===== config.mk =====
export PLATFORM = sky130hd
export DESIGN_NAME = perlin_noise_octaves_unit
export DESIGN_NICKNAME = d
export VERILOG_FILES = /design/src/rtl/pno_pkg.sv /design/src/rtl/pno_ram.sv /design/src/rtl/pno_datapath.sv /design/src/rtl/pno_ctrl.sv /design/src/rtl/perlin_noise_octaves_unit.sv
export SDC_FILE = /design/constraint.sdc
export NUM_CORES = 2
export LEC_CHECK = 0
export ABC_AREA = 0
export CAP_MARGIN = 20
export CORE_MARGIN = 5
export CORE_UTILIZATION = 25
export CTS_BUF_LIST = sky130_fd_sc_hd__clkbuf_4 sky130_fd_sc_hd__clkbuf_8
export DETAILED_ROUTE_END_ITERATION = 12
export DONT_BUFFER_PORTS = 1
export PLACE_DENSITY = 0.39
export SETUP_SLACK_MARGIN = 0.4
export SLEW_MARGIN = 25
export SYNTH_ARGS = -nofsm -noshare
export SYNTH_HDL_FRONTEND = slang
export SYNTH_SLANG_ARGS = --single-unit

===== constraint.sdc =====
create_clock -name clk -period 26.7 [get_ports clk]
set_input_delay 2.67 -clock clk [delete_from_list [all_inputs] [get_ports clk]]
set_output_delay 2.67 -clock clk [all_outputs]
set_load 0.01 [all_outputs]

===== src/rtl/pno_pkg.sv =====
// Shared types, constants and the gradient function for the octave noise unit.
`timescale 1ns / 1ps
package pno_pkg;

  localparam int FRAC_BITS = 16;
  localparam int MAX_OCT   = 8;
  localparam int IDX_W     = 8;
  localparam int COORD_W   = 32;
  localparam int OUT_W     = 19;
  localparam int FR_W      = 18;   // corner offset, signed
  localparam int G_W       = 20;   // gradient and lerp values
  localparam int D_W       = 21;   // lerp difference, multiplier operand
  localparam int SUM_W     = 22;

  localparam logic KIND_LOAD  = 1'b0;
  localparam logic KIND_QUERY = 1'b1;

  // steps within one octave
  localparam logic [4:0] STEP_READ_LAST = 5'd13;
  localparam logic [4:0] STEP_FADE_END  = 5'd12;
  localparam logic [4:0] STEP_LERP_LAST = 5'd29;
  localparam logic [4:0] STEP_ACC       = 5'd30;

  localparam logic [1:0] FOP_T2   = 2'd0;
  localparam logic [1:0] FOP_POLY = 2'd1;
  localparam logic [1:0] FOP_T3   = 2'd2;
  localparam logic [1:0] FOP_FADE = 2'd3;

  localparam logic [1:0] W_U = 2'd0;
  localparam logic [1:0] W_V = 2'd1;
  localparam logic [1:0] W_W = 2'd2;

  localparam logic [3:0] SLOT_A      = 4'd0;
  localparam logic [3:0] SLOT_B      = 4'd1;
  localparam logic [3:0] SLOT_AA     = 4'd2;
  localparam logic [3:0] SLOT_AB     = 4'd3;
  localparam logic [3:0] SLOT_BA     = 4'd4;
  localparam logic [3:0] SLOT_BB     = 4'd5;
  localparam logic [3:0] SLOT_CORNER = 4'd6;

  typedef struct packed {
    logic       wr_en;
    logic       start;
    logic       rd_en;
    logic [3:0] rd_slot;
    logic       fade_en;
    logic [1:0] fop;
    logic [1:0] csel;
    logic       ldiff;
    logic       lmul;
    logic [1:0] wsel;
    logic       accum;
    logic [2:0] oct_idx;
    logic       load_out;
  } cmd_t;

  function automatic logic signed [G_W-1:0] grad(input logic [3:0] h,
                                                  input logic signed [FR_W-1:0] x,
                                                  input logic signed [FR_W-1:0] y,
                                                  input logic signed [FR_W-1:0] z);
    logic signed [G_W-1:0] gu;
    logic signed [G_W-1:0] gv;
    gu = (h < 4'd8) ? G_W'(x) : G_W'(y);
    if (h < 4'd4) begin
      gv = G_W'(y);
    end else if (h == 4'd12 || h == 4'd14) begin
      gv = G_W'(x);
    end else begin
      gv = G_W'(z);
    end
    return (h[0] ? -gu : gu) + (h[1] ? -gv : gv);
  endfunction

endpackage


===== src/rtl/pno_ram.sv =====
// Generic single-port RAM with registered read.
`timescale 1ns / 1ps
module pno_ram #(
  parameter int WIDTH = 8,
  parameter int DEPTH = 256
) (
  input  logic                     clk,
  input  logic                     we,
  input  logic [$clog2(DEPTH)-1:0] addr,
  input  logic [WIDTH-1:0]         wdata,
  output logic [WIDTH-1:0]         rdata
);
  logic [WIDTH-1:0] mem [DEPTH];

  always_ff @(posedge clk) begin
    if (we) begin
      mem[addr] <= wdata;
    end
    rdata <= mem[addr];
  end
endmodule


===== src/rtl/pno_datapath.sv =====
// Datapath: permutation table, hashing, fade, lerp multiplier and octave sum.
`timescale 1ns / 1ps
module pno_datapath (
  input  logic                clk,
  input  logic                rst,
  input  pno_pkg::cmd_t       cmd,
  input  logic [7:0]          table_index,
  input  logic [7:0]          table_value,
  input  logic signed [31:0]  coord_x,
  input  logic signed [31:0]  coord_y,
  input  logic signed [31:0]  coord_z,
  input  logic                unit_range,
  output logic signed [18:0]  noise_value
);
  import pno_pkg::*;

  logic [COORD_W-1:0] ux, uy, uz;
  logic               unit_q;
  logic [IDX_W-1:0]   a_idx, b_idx, aa, ab, ba, bb;
  logic signed [G_W-1:0] q [8];
  logic [3:0]         n;
  logic [15:0]        t2, t3;
  logic [D_W-1:0]     poly;
  logic signed [FR_W-1:0] fade_u, fade_v, fade_w;
  logic signed [D_W-1:0] d;
  logic signed [G_W-1:0] base;
  logic signed [SUM_W-1:0] sum;
  logic               rd_en_q;
  logic [3:0]         rd_slot_q;

  logic [IDX_W-1:0]   cx, cy, cz, rd_addr, ram_addr, rdata, cbase;
  logic [3:0]         kk, kq;
  logic [2:0]         k, kc;
  logic [15:0]        t;
  logic signed [FR_W-1:0] wt, gx, gy, gz;
  logic signed [D_W-1:0]  ma, mb;
  logic signed [41:0]     prod, prod_sh;
  logic [22:0]            pc;
  logic signed [G_W-1:0]  lres, nsh;
  logic signed [SUM_W-1:0] fin;

  assign cx = ux[FRAC_BITS +: IDX_W];
  assign cy = uy[FRAC_BITS +: IDX_W];
  assign cz = uz[FRAC_BITS +: IDX_W];
  assign kk = cmd.rd_slot - SLOT_CORNER;
  assign k  = kk[2:0];
  assign kq = rd_slot_q - SLOT_CORNER;
  assign kc = kq[2:0];

  always_comb begin
    unique case (k[1:0])
      2'd0:    cbase = aa;
      2'd1:    cbase = ba;
      2'd2:    cbase = ab;
      default: cbase = bb;
    endcase
    unique case (cmd.rd_slot)
      SLOT_A:  rd_addr = cx;
      SLOT_B:  rd_addr = cx + 8'd1;
      SLOT_AA: rd_addr = a_idx;
      SLOT_AB: rd_addr = a_idx + 8'd1;
      SLOT_BA: rd_addr = b_idx;
      SLOT_BB: rd_addr = b_idx + 8'd1;
      default: rd_addr = cbase + {7'd0, k[2]};
    endcase
  end

  assign ram_addr = cmd.wr_en ? table_index : rd_addr;

  pno_ram #(.WIDTH(IDX_W), .DEPTH(256)) u_perm (
    .clk  (clk),
    .we   (cmd.wr_en),
    .addr (ram_addr),
    .wdata(table_value),
    .rdata(rdata)
  );

  // corner offsets: fraction, or fraction minus one
  assign gx = kc[0] ? $signed({2'b11, ux[15:0]}) : $signed({2'b00, ux[15:0]});
  assign gy = kc[1] ? $signed({2'b11, uy[15:0]}) : $signed({2'b00, uy[15:0]});
  assign gz = kc[2] ? $signed({2'b11, uz[15:0]}) : $signed({2'b00, uz[15:0]});

  always_comb begin
    case (cmd.csel)
      2'd1:    t = uy[15:0];
      2'd2:    t = uz[15:0];
      default: t = ux[15:0];
    endcase
    case (cmd.wsel)
      W_U:     wt = fade_u;
      W_V:     wt = fade_v;
      default: wt = fade_w;
    endcase
    if (cmd.lmul) begin
      ma = D_W'(wt);
      mb = d;
    end else begin
      case (cmd.fop)
        FOP_T2: begin
          ma = $signed({5'd0, t});
          mb = $signed({5'd0, t});
        end
        FOP_T3: begin
          ma = $signed({5'd0, t2});
          mb = $signed({5'd0, t});
        end
        default: begin
          ma = $signed({5'd0, t3});
          mb = $signed(poly);
        end
      endcase
    end
  end

  assign prod    = ma * mb;
  assign prod_sh = prod >>> FRAC_BITS;
  assign pc      = {7'd0, t2} * 23'd6 + 23'd655360 - {7'd0, t} * 23'd15;
  assign lres    = base + $signed(prod_sh[G_W-1:0]);
  assign nsh     = q[0] >>> cmd.oct_idx;
  assign fin     = unit_q ? (sum >>> 1) + SUM_W'(32768) : sum;

  always_ff @(posedge clk) begin
    if (rst) begin
      rd_en_q <= 1'b0;
    end else begin
      rd_en_q <= cmd.rd_en;
    end
  end

  always_ff @(posedge clk) begin
    rd_slot_q <= cmd.rd_slot;
    if (cmd.start) begin
      ux     <= coord_x;
      uy     <= coord_y;
      uz     <= coord_z;
      unit_q <= unit_range;
      sum    <= '0;
    end
    if (rd_en_q) begin
      unique case (rd_slot_q)
        SLOT_A:  a_idx <= rdata + cy;
        SLOT_B:  b_idx <= rdata + cy;
        SLOT_AA: aa    <= rdata + cz;
        SLOT_AB: ab    <= rdata + cz;
        SLOT_BA: ba    <= rdata + cz;
        SLOT_BB: bb    <= rdata + cz;
        default: begin
          q[kc] <= grad(rdata[3:0], gx, gy, gz);
          if (kc == 3'd7) begin
            n <= 4'd8;
          end
        end
      endcase
    end
    if (cmd.fade_en) begin
      unique case (cmd.fop)
        FOP_T2:   t2 <= prod_sh[15:0];
        FOP_POLY: poly <= pc[D_W-1:0];
        FOP_T3:   t3 <= prod_sh[15:0];
        default: begin
          case (cmd.csel)
            2'd1:    fade_v <= prod_sh[FR_W-1:0];
            2'd2:    fade_w <= prod_sh[FR_W-1:0];
            default: fade_u <= prod_sh[FR_W-1:0];
          endcase
        end
      endcase
    end
    if (cmd.ldiff) begin
      d    <= D_W'(q[1]) - D_W'(q[0]);
      base <= q[0];
      for (int i = 0; i < 6; i++) begin
        q[i] <= q[i+2];
      end
      n <= n - 4'd2;
    end
    if (cmd.lmul) begin
      q[n[2:0]] <= lres;
      n         <= n + 4'd1;
    end
    if (cmd.accum) begin
      sum <= sum + SUM_W'(nsh);
      ux  <= {ux[COORD_W-2:0], 1'b0};
      uy  <= {uy[COORD_W-2:0], 1'b0};
      uz  <= {uz[COORD_W-2:0], 1'b0};
    end
    if (cmd.load_out) begin
      if (fin > SUM_W'(262143)) begin
        noise_value <= 19'sh3FFFF;
      end else if (fin < -SUM_W'(262144)) begin
        noise_value <= 19'sh40000;
      end else begin
        noise_value <= fin[OUT_W-1:0];
      end
    end
  end
endmodule


===== src/rtl/pno_ctrl.sv =====
// Controller: handshakes, octave loop and per-octave step sequence.
`timescale 1ns / 1ps
module pno_ctrl (
  input  logic          clk,
  input  logic          rst,
  input  logic          in_valid,
  output logic          in_ready,
  input  logic          kind,
  input  logic [3:0]    octave_count,
  output logic          out_valid,
  input  logic          out_ready,
  output pno_pkg::cmd_t cmd
);
  import pno_pkg::*;

  localparam logic [1:0] ST_IDLE = 2'd0;
  localparam logic [1:0] ST_RUN  = 2'd1;
  localparam logic [1:0] ST_DONE = 2'd2;

  logic [1:0] state;
  logic [4:0] step;
  logic [3:0] oct, count, cnt_sat;
  logic       accept;

  assign in_ready = (state == ST_IDLE);
  assign accept   = in_valid && in_ready;
  assign cnt_sat  = (octave_count > 4'(MAX_OCT)) ? 4'(MAX_OCT) : octave_count;

  always_comb begin
    cmd         = '0;
    cmd.wr_en   = accept && (kind == KIND_LOAD);
    cmd.start   = accept && (kind == KIND_QUERY);
    cmd.rd_slot = step[3:0];
    cmd.csel    = step[3:2];
    cmd.fop     = step[1:0];
    cmd.oct_idx = oct[2:0];
    if (step[3:1] < 3'd4) begin
      cmd.wsel = W_U;
    end else if (step[3:1] < 3'd6) begin
      cmd.wsel = W_V;
    end else begin
      cmd.wsel = W_W;
    end
    if (state == ST_RUN) begin
      cmd.rd_en   = (step <= STEP_READ_LAST);
      cmd.fade_en = (step < STEP_FADE_END);
      cmd.ldiff   = step[4] && (step <= STEP_LERP_LAST) && !step[0];
      cmd.lmul    = step[4] && (step <= STEP_LERP_LAST) && step[0];
      cmd.accum   = (step == STEP_ACC);
    end
    cmd.load_out = (state == ST_DONE) && (!out_valid || out_ready);
  end

  always_ff @(posedge clk) begin
    if (rst) begin
      state     <= ST_IDLE;
      step      <= '0;
      oct       <= '0;
      count     <= '0;
      out_valid <= 1'b0;
    end else begin
      if (cmd.load_out) begin
        out_valid <= 1'b1;
      end else if (out_ready) begin
        out_valid <= 1'b0;
      end
      unique case (state)
        ST_IDLE: begin
          if (cmd.start) begin
            count <= cnt_sat;
            oct   <= '0;
            step  <= '0;
            state <= (cnt_sat == 4'd0) ? ST_DONE : ST_RUN;
          end
        end
        ST_RUN: begin
          if (step == STEP_ACC) begin
            step <= '0;
            oct  <= oct + 4'd1;
            if (oct + 4'd1 == count) begin
              state <= ST_DONE;
            end
          end else begin
            step <= step + 5'd1;
          end
        end
        ST_DONE: begin
          if (cmd.load_out) begin
            state <= ST_IDLE;
          end
        end
        default: state <= ST_IDLE;
      endcase
    end
  end
endmodule


===== src/rtl/perlin_noise_octaves_unit.sv =====
// Top level of the fixed-point 3D Perlin noise unit with octave summation.
//
//  channel | handshake           | payload
//  --------+---------------------+-------------------------------------------
//  in      | in_valid / in_ready | kind, table_index, table_value, coord_x/y/z,
//          |                     | octave_count, unit_range
//  out     | out_valid/out_ready | noise_value
//
// A load word is written to the table when accepted and returns nothing. A query's
// run time is set by the 14 reads per octave on the single-port permutation RAM
// followed by seven lerps on one multiplier.
// Reset clears control only; the table holds garbage until loaded.
// A finished result waits in the output register; the next word is taken
// meanwhile, and a query stalls at its end only while that register is full.
`timescale 1ns / 1ps
module perlin_noise_octaves_unit (
  input  logic               clk,
  input  logic               rst,
  input  logic               in_valid,
  output logic               in_ready,
  input  logic               kind,
  input  logic [7:0]         table_index,
  input  logic [7:0]         table_value,
  input  logic signed [31:0] coord_x,
  input  logic signed [31:0] coord_y,
  input  logic signed [31:0] coord_z,
  input  logic [3:0]         octave_count,
  input  logic               unit_range,
  output logic               out_valid,
  input  logic               out_ready,
  output logic signed [18:0] noise_value
);
  import pno_pkg::*;

  cmd_t cmd;

  pno_ctrl u_ctrl (
    .clk         (clk),
    .rst         (rst),
    .in_valid    (in_valid),
    .in_ready    (in_ready),
    .kind        (kind),
    .octave_count(octave_count),
    .out_valid   (out_valid),
    .out_ready   (out_ready),
    .cmd         (cmd)
  );

  pno_datapath u_dp (
    .clk        (clk),
    .rst        (rst),
    .cmd        (cmd),
    .table_index(table_index),
    .table_value(table_value),
    .coord_x    (coord_x),
    .coord_y    (coord_y),
    .coord_z    (coord_z),
    .unit_range (unit_range),
    .noise_value(noise_value)
  );
endmodule


==> results.json <==
{
  "outcome": "finished clean",
  "vias": 84990,
  "root_buffer": "clkbuf_8",
  "cts_sinks": 2550,
  "antenna_found_initial": 12,
  "fp.dieW_um": 721.7,
  "critPathKind": "flip-flop to flip-flop",
  "wl_met1_um": 191100,
  "synth_nets": 11640,
  "fin_nets": 11640,
  "hpwl_um": 271200,
  "area_growth_pct": 12.76,
  "rsz0062_at_grt": "false",
  "yosys_warnings": 0,
  "grt_usage_pct": 16.15,
  "first_pass_iters": 6,
  "drive_above_1_share_pct": 9.249,
  "synth-main-ff-cell": "edfxtp_1",
  "grt_pass1_wl_um": 623200,
  "dr_wl_met2_um": 212600,
  "drv_slew": 0,
  "setup_tns_ns": 0,
  "critPathArrivalTime_ns": 15.86,
  "ctsHoldBuffers": 0,
  "cts_tree": "yes",
  "dr.max_layer_used": "met5",
  "htree_levels": 5,
  "wl_per_cell_um": 24.27,
  "async_reset_ff_share_pct": 0,
  "ant_nets": 0,
  "slowest_stage": "a2111oi_0",
  "clkLatencyLatePin_ns": 1.15,
  "syn_inst": 10820,
  "cts.path.max_buffers": 4,
  "setup_viol": 0,
  "fp.dieArea_mm2": 0.5209,
  "yosysSeqAreaShare_pct": 60.22,
  "place_congestion": 0.8224,
  "routed_wl_um": 434300,
  "gr-total-overflow": 0,
  "ys_types": 105,
  "syn_avg_cell_area_um2": 11.70,
  "die_y_um": 721.7,
  "hold_viol": 0,
  "worstHoldPathType": "flip-flop to flip-flop",
  "start_util_pct": 25.07,
  "synth_enable_flop_cells": 2518,
  "cts_setup_buffers": 0,
  "fp.coreArea_mm2": 0.5052,
  "skew_ns": 0.09708,
  "crit_top_cell": "inv_1",
  "worstSetupStartpointType": "flip-flop",
  "cpPeakStageDelay_ns": 0.83,
  "std_cell_rows": 261,
  "io-pin-count": 143,
  "port_buffers": 0,
  "worstMarginPinSlew_ns": 1.198,
  "cts_resized": 0,
  "maxCapViolations": 0,
  "grt_pass1_vias": 85360,
  "max_freq_mhz": 66.60,
  "worstPathMaxFanout": 17,
  "routed_via_density": 4.749,
  "slew_headroom_pct": 19.51,
  "period_share_pct": 56.23,
  "layout_min_cycle_time_ns": 15.01,
  "synth_seq_cells": 2550,
  "cts_buffers": 448,
  "cp-end-kind": "flip-flop",
  "netlist_area_mm2": 0.1266,
  "drc_errors": 0,
  "clk_pin_slew_ns": 0.07,
  "wl_met3_um": 18360,
  "first_iter_violations": 6383,
  "grt_max_degree": 257,
  "worstPathRequired_ns": 27.55
}
[sequential cells by signal, summed over array words and instances (netlist names), 16 cells and up]
| register | flops |
|---|---|
| u_dp.u_perm.mem | 2048 |
| u_dp.q | 160 |
| u_dp.ux | 24 |
| u_dp.uy | 24 |
| u_dp.uz | 24 |
| u_dp.sum | 22 |
| u_dp.d | 21 |
| u_dp.poly | 21 |
| u_dp.base | 20 |
| u_dp.noise_value | 19 |
| u_dp.fade_u | 18 |
| u_dp.fade_v | 18 |
| u_dp.fade_w | 18 |
| u_dp.t2 | 16 |
| u_dp.t3 | 16 |
[worst paths after layout]
path / start / to / slack (ns) / depth (start not counted)
max reg2reg: u_ctrl.step[0]$_SDFFE_PP0P_ / u_dp.q[4][19]$_DFFE_PP_ / 11.69 / 43
max: u_ctrl.step[0]$_SDFFE_PP0P_ / u_dp.q[4][19]$_DFFE_PP_ / 11.69 / 43
min: u_ctrl.step[1]$_SDFFE_PP0P_ / u_dp.rd_slot_q[1]$_DFF_P_ / 0.47 / 0
min reg2reg: u_ctrl.step[1]$_SDFFE_PP0P_ / u_dp.rd_slot_q[1]$_DFF_P_ / 0.47 / 0
[metrics by stage]
stage               instance area (um2)  cells  hold slack (ns)  util (%)  setup slack (ns)
finish                           142800  17900           0.4689     28.27             11.69
floorplan                        126600  10820           0.4122         -             15.05
detailed placement               134100  17080           0.4603     26.54             11.50
global route                     142800  17890           0.4924     28.26             10.98
CTS                              142800  17890           0.4693     28.26             11.37
global placement                 133900  17070           0.4545     26.51             11.28
[synthesized netlist by cell type, types with 11 or more instances]
master	count	area [um2]
edfxtp_1	2518	75610
nand2_1	2498	9376
nor2_1	652	2447
inv_1	638	2395
nand3_1	476	2382
a311oi_1	469	4108
fa_1	428	8568
and3_1	340	2127
o21ai_0	329	1647
a21oi_1	303	1516
buf_2	279	1396
ha_1	271	3391
clkbuf_1	265	994.7
nor3_1	131	655.6
xnor2_1	129	1130
mux2i_1	92	920.9
a22o_1	75	656.9
a211oi_1	73	548.0
a22oi_1	63	473.0
xor2_1	60	525.5
buf_1	58	217.7
buf_4	53	397.9
a21o_1	47	352.8
a31oi_1	40	250.2
nand2b_1	38	237.7
nor2b_1	35	219.0
o211ai_1	33	247.7
dfxtp_1	32	640.6
and2_1	31	193.9
o21ai_1	31	155.2
o31ai_1	28	210.2
o21a_1	27	202.7
o21bai_1	23	172.7
nor4_1	21	131.4
buf_6	17	191.4
nand4_1	12	75.07
o22ai_1	12	75.07
or3_1	12	75.07
or2_2	11	68.82
[cells in the final DEF, fill, tap and decap left out, types with 46 or more instances in the layout]
cell type	count
clkinv_1	128
a21o_1	47
a211oi_1	73
a311oi_1	468
a22o_1	75
clkbuf_4	142
fa_1	428
xnor2_1	128
buf_4	206
o21ai_0	324
and3_1	340
a21oi_1	301
mux2i_1	91
a22oi_1	63
nor2_1	643
inv_1	638
nand2_1	2479
ha_1	271
clkbuf_8	462
xor2_1	56
edfxtp_1	2518
nor3_1	119
nand3_1	476
clkinv_2	46
[cell type report]
type | count | area (um2)
Timing Repair Buffer | 222 | 1843
Tap cell | 6706 | 8391
Clock inverter | 205 | 1256
Multi-Input combinational cell | 6955 | 45190
Sequential cell | 2550 | 76250
Inverter | 643 | 2416
Clock buffer | 604 | 7425
Antenna cell | 10 | 25.02
Fill cell | 52200 | 362400
[worst max-delay path, delay by kind of cell (launching register included)]
kind | cells | cell delay (ns)
compound gates | 13 | 5.72
xor+xnor | 2 | 1.21
fa+ha+maj | 10 | 4.33
buf+inv | 10 | 1.74
flops | 1 | 0.54
simple gates | 8 | 1.15
[routing by layer]
layer | track usage (%) | vias up
met4 | 4.474 | 2
met3 | 1.811 | 617
met5 | 0 | -
li1 | - | 38780
met1 | 21.54 | 43400
met2 | 27.69 | 2187
[cell families (layout without fill, tap and decap cells)]
kind of cell	count (synthesis)	after routing	share of synthesized area, %
multiplexers	100	100	0.8072
AND/OR/NAND/NOR	4300	4300	14.48
buffers and inverters	1316	1674	4.435
other	0	10	0
AO/OA/AOI/OAI	1667	1667	9.312
flip-flops	2550	2550	60.22
adder cells (fa/ha/maj)	699	699	9.444
XOR/XNOR	189	189	1.307
Power is not shown: default switching activity piles up to over one toggle a cycle in this logic, so the estimate is an artifact.
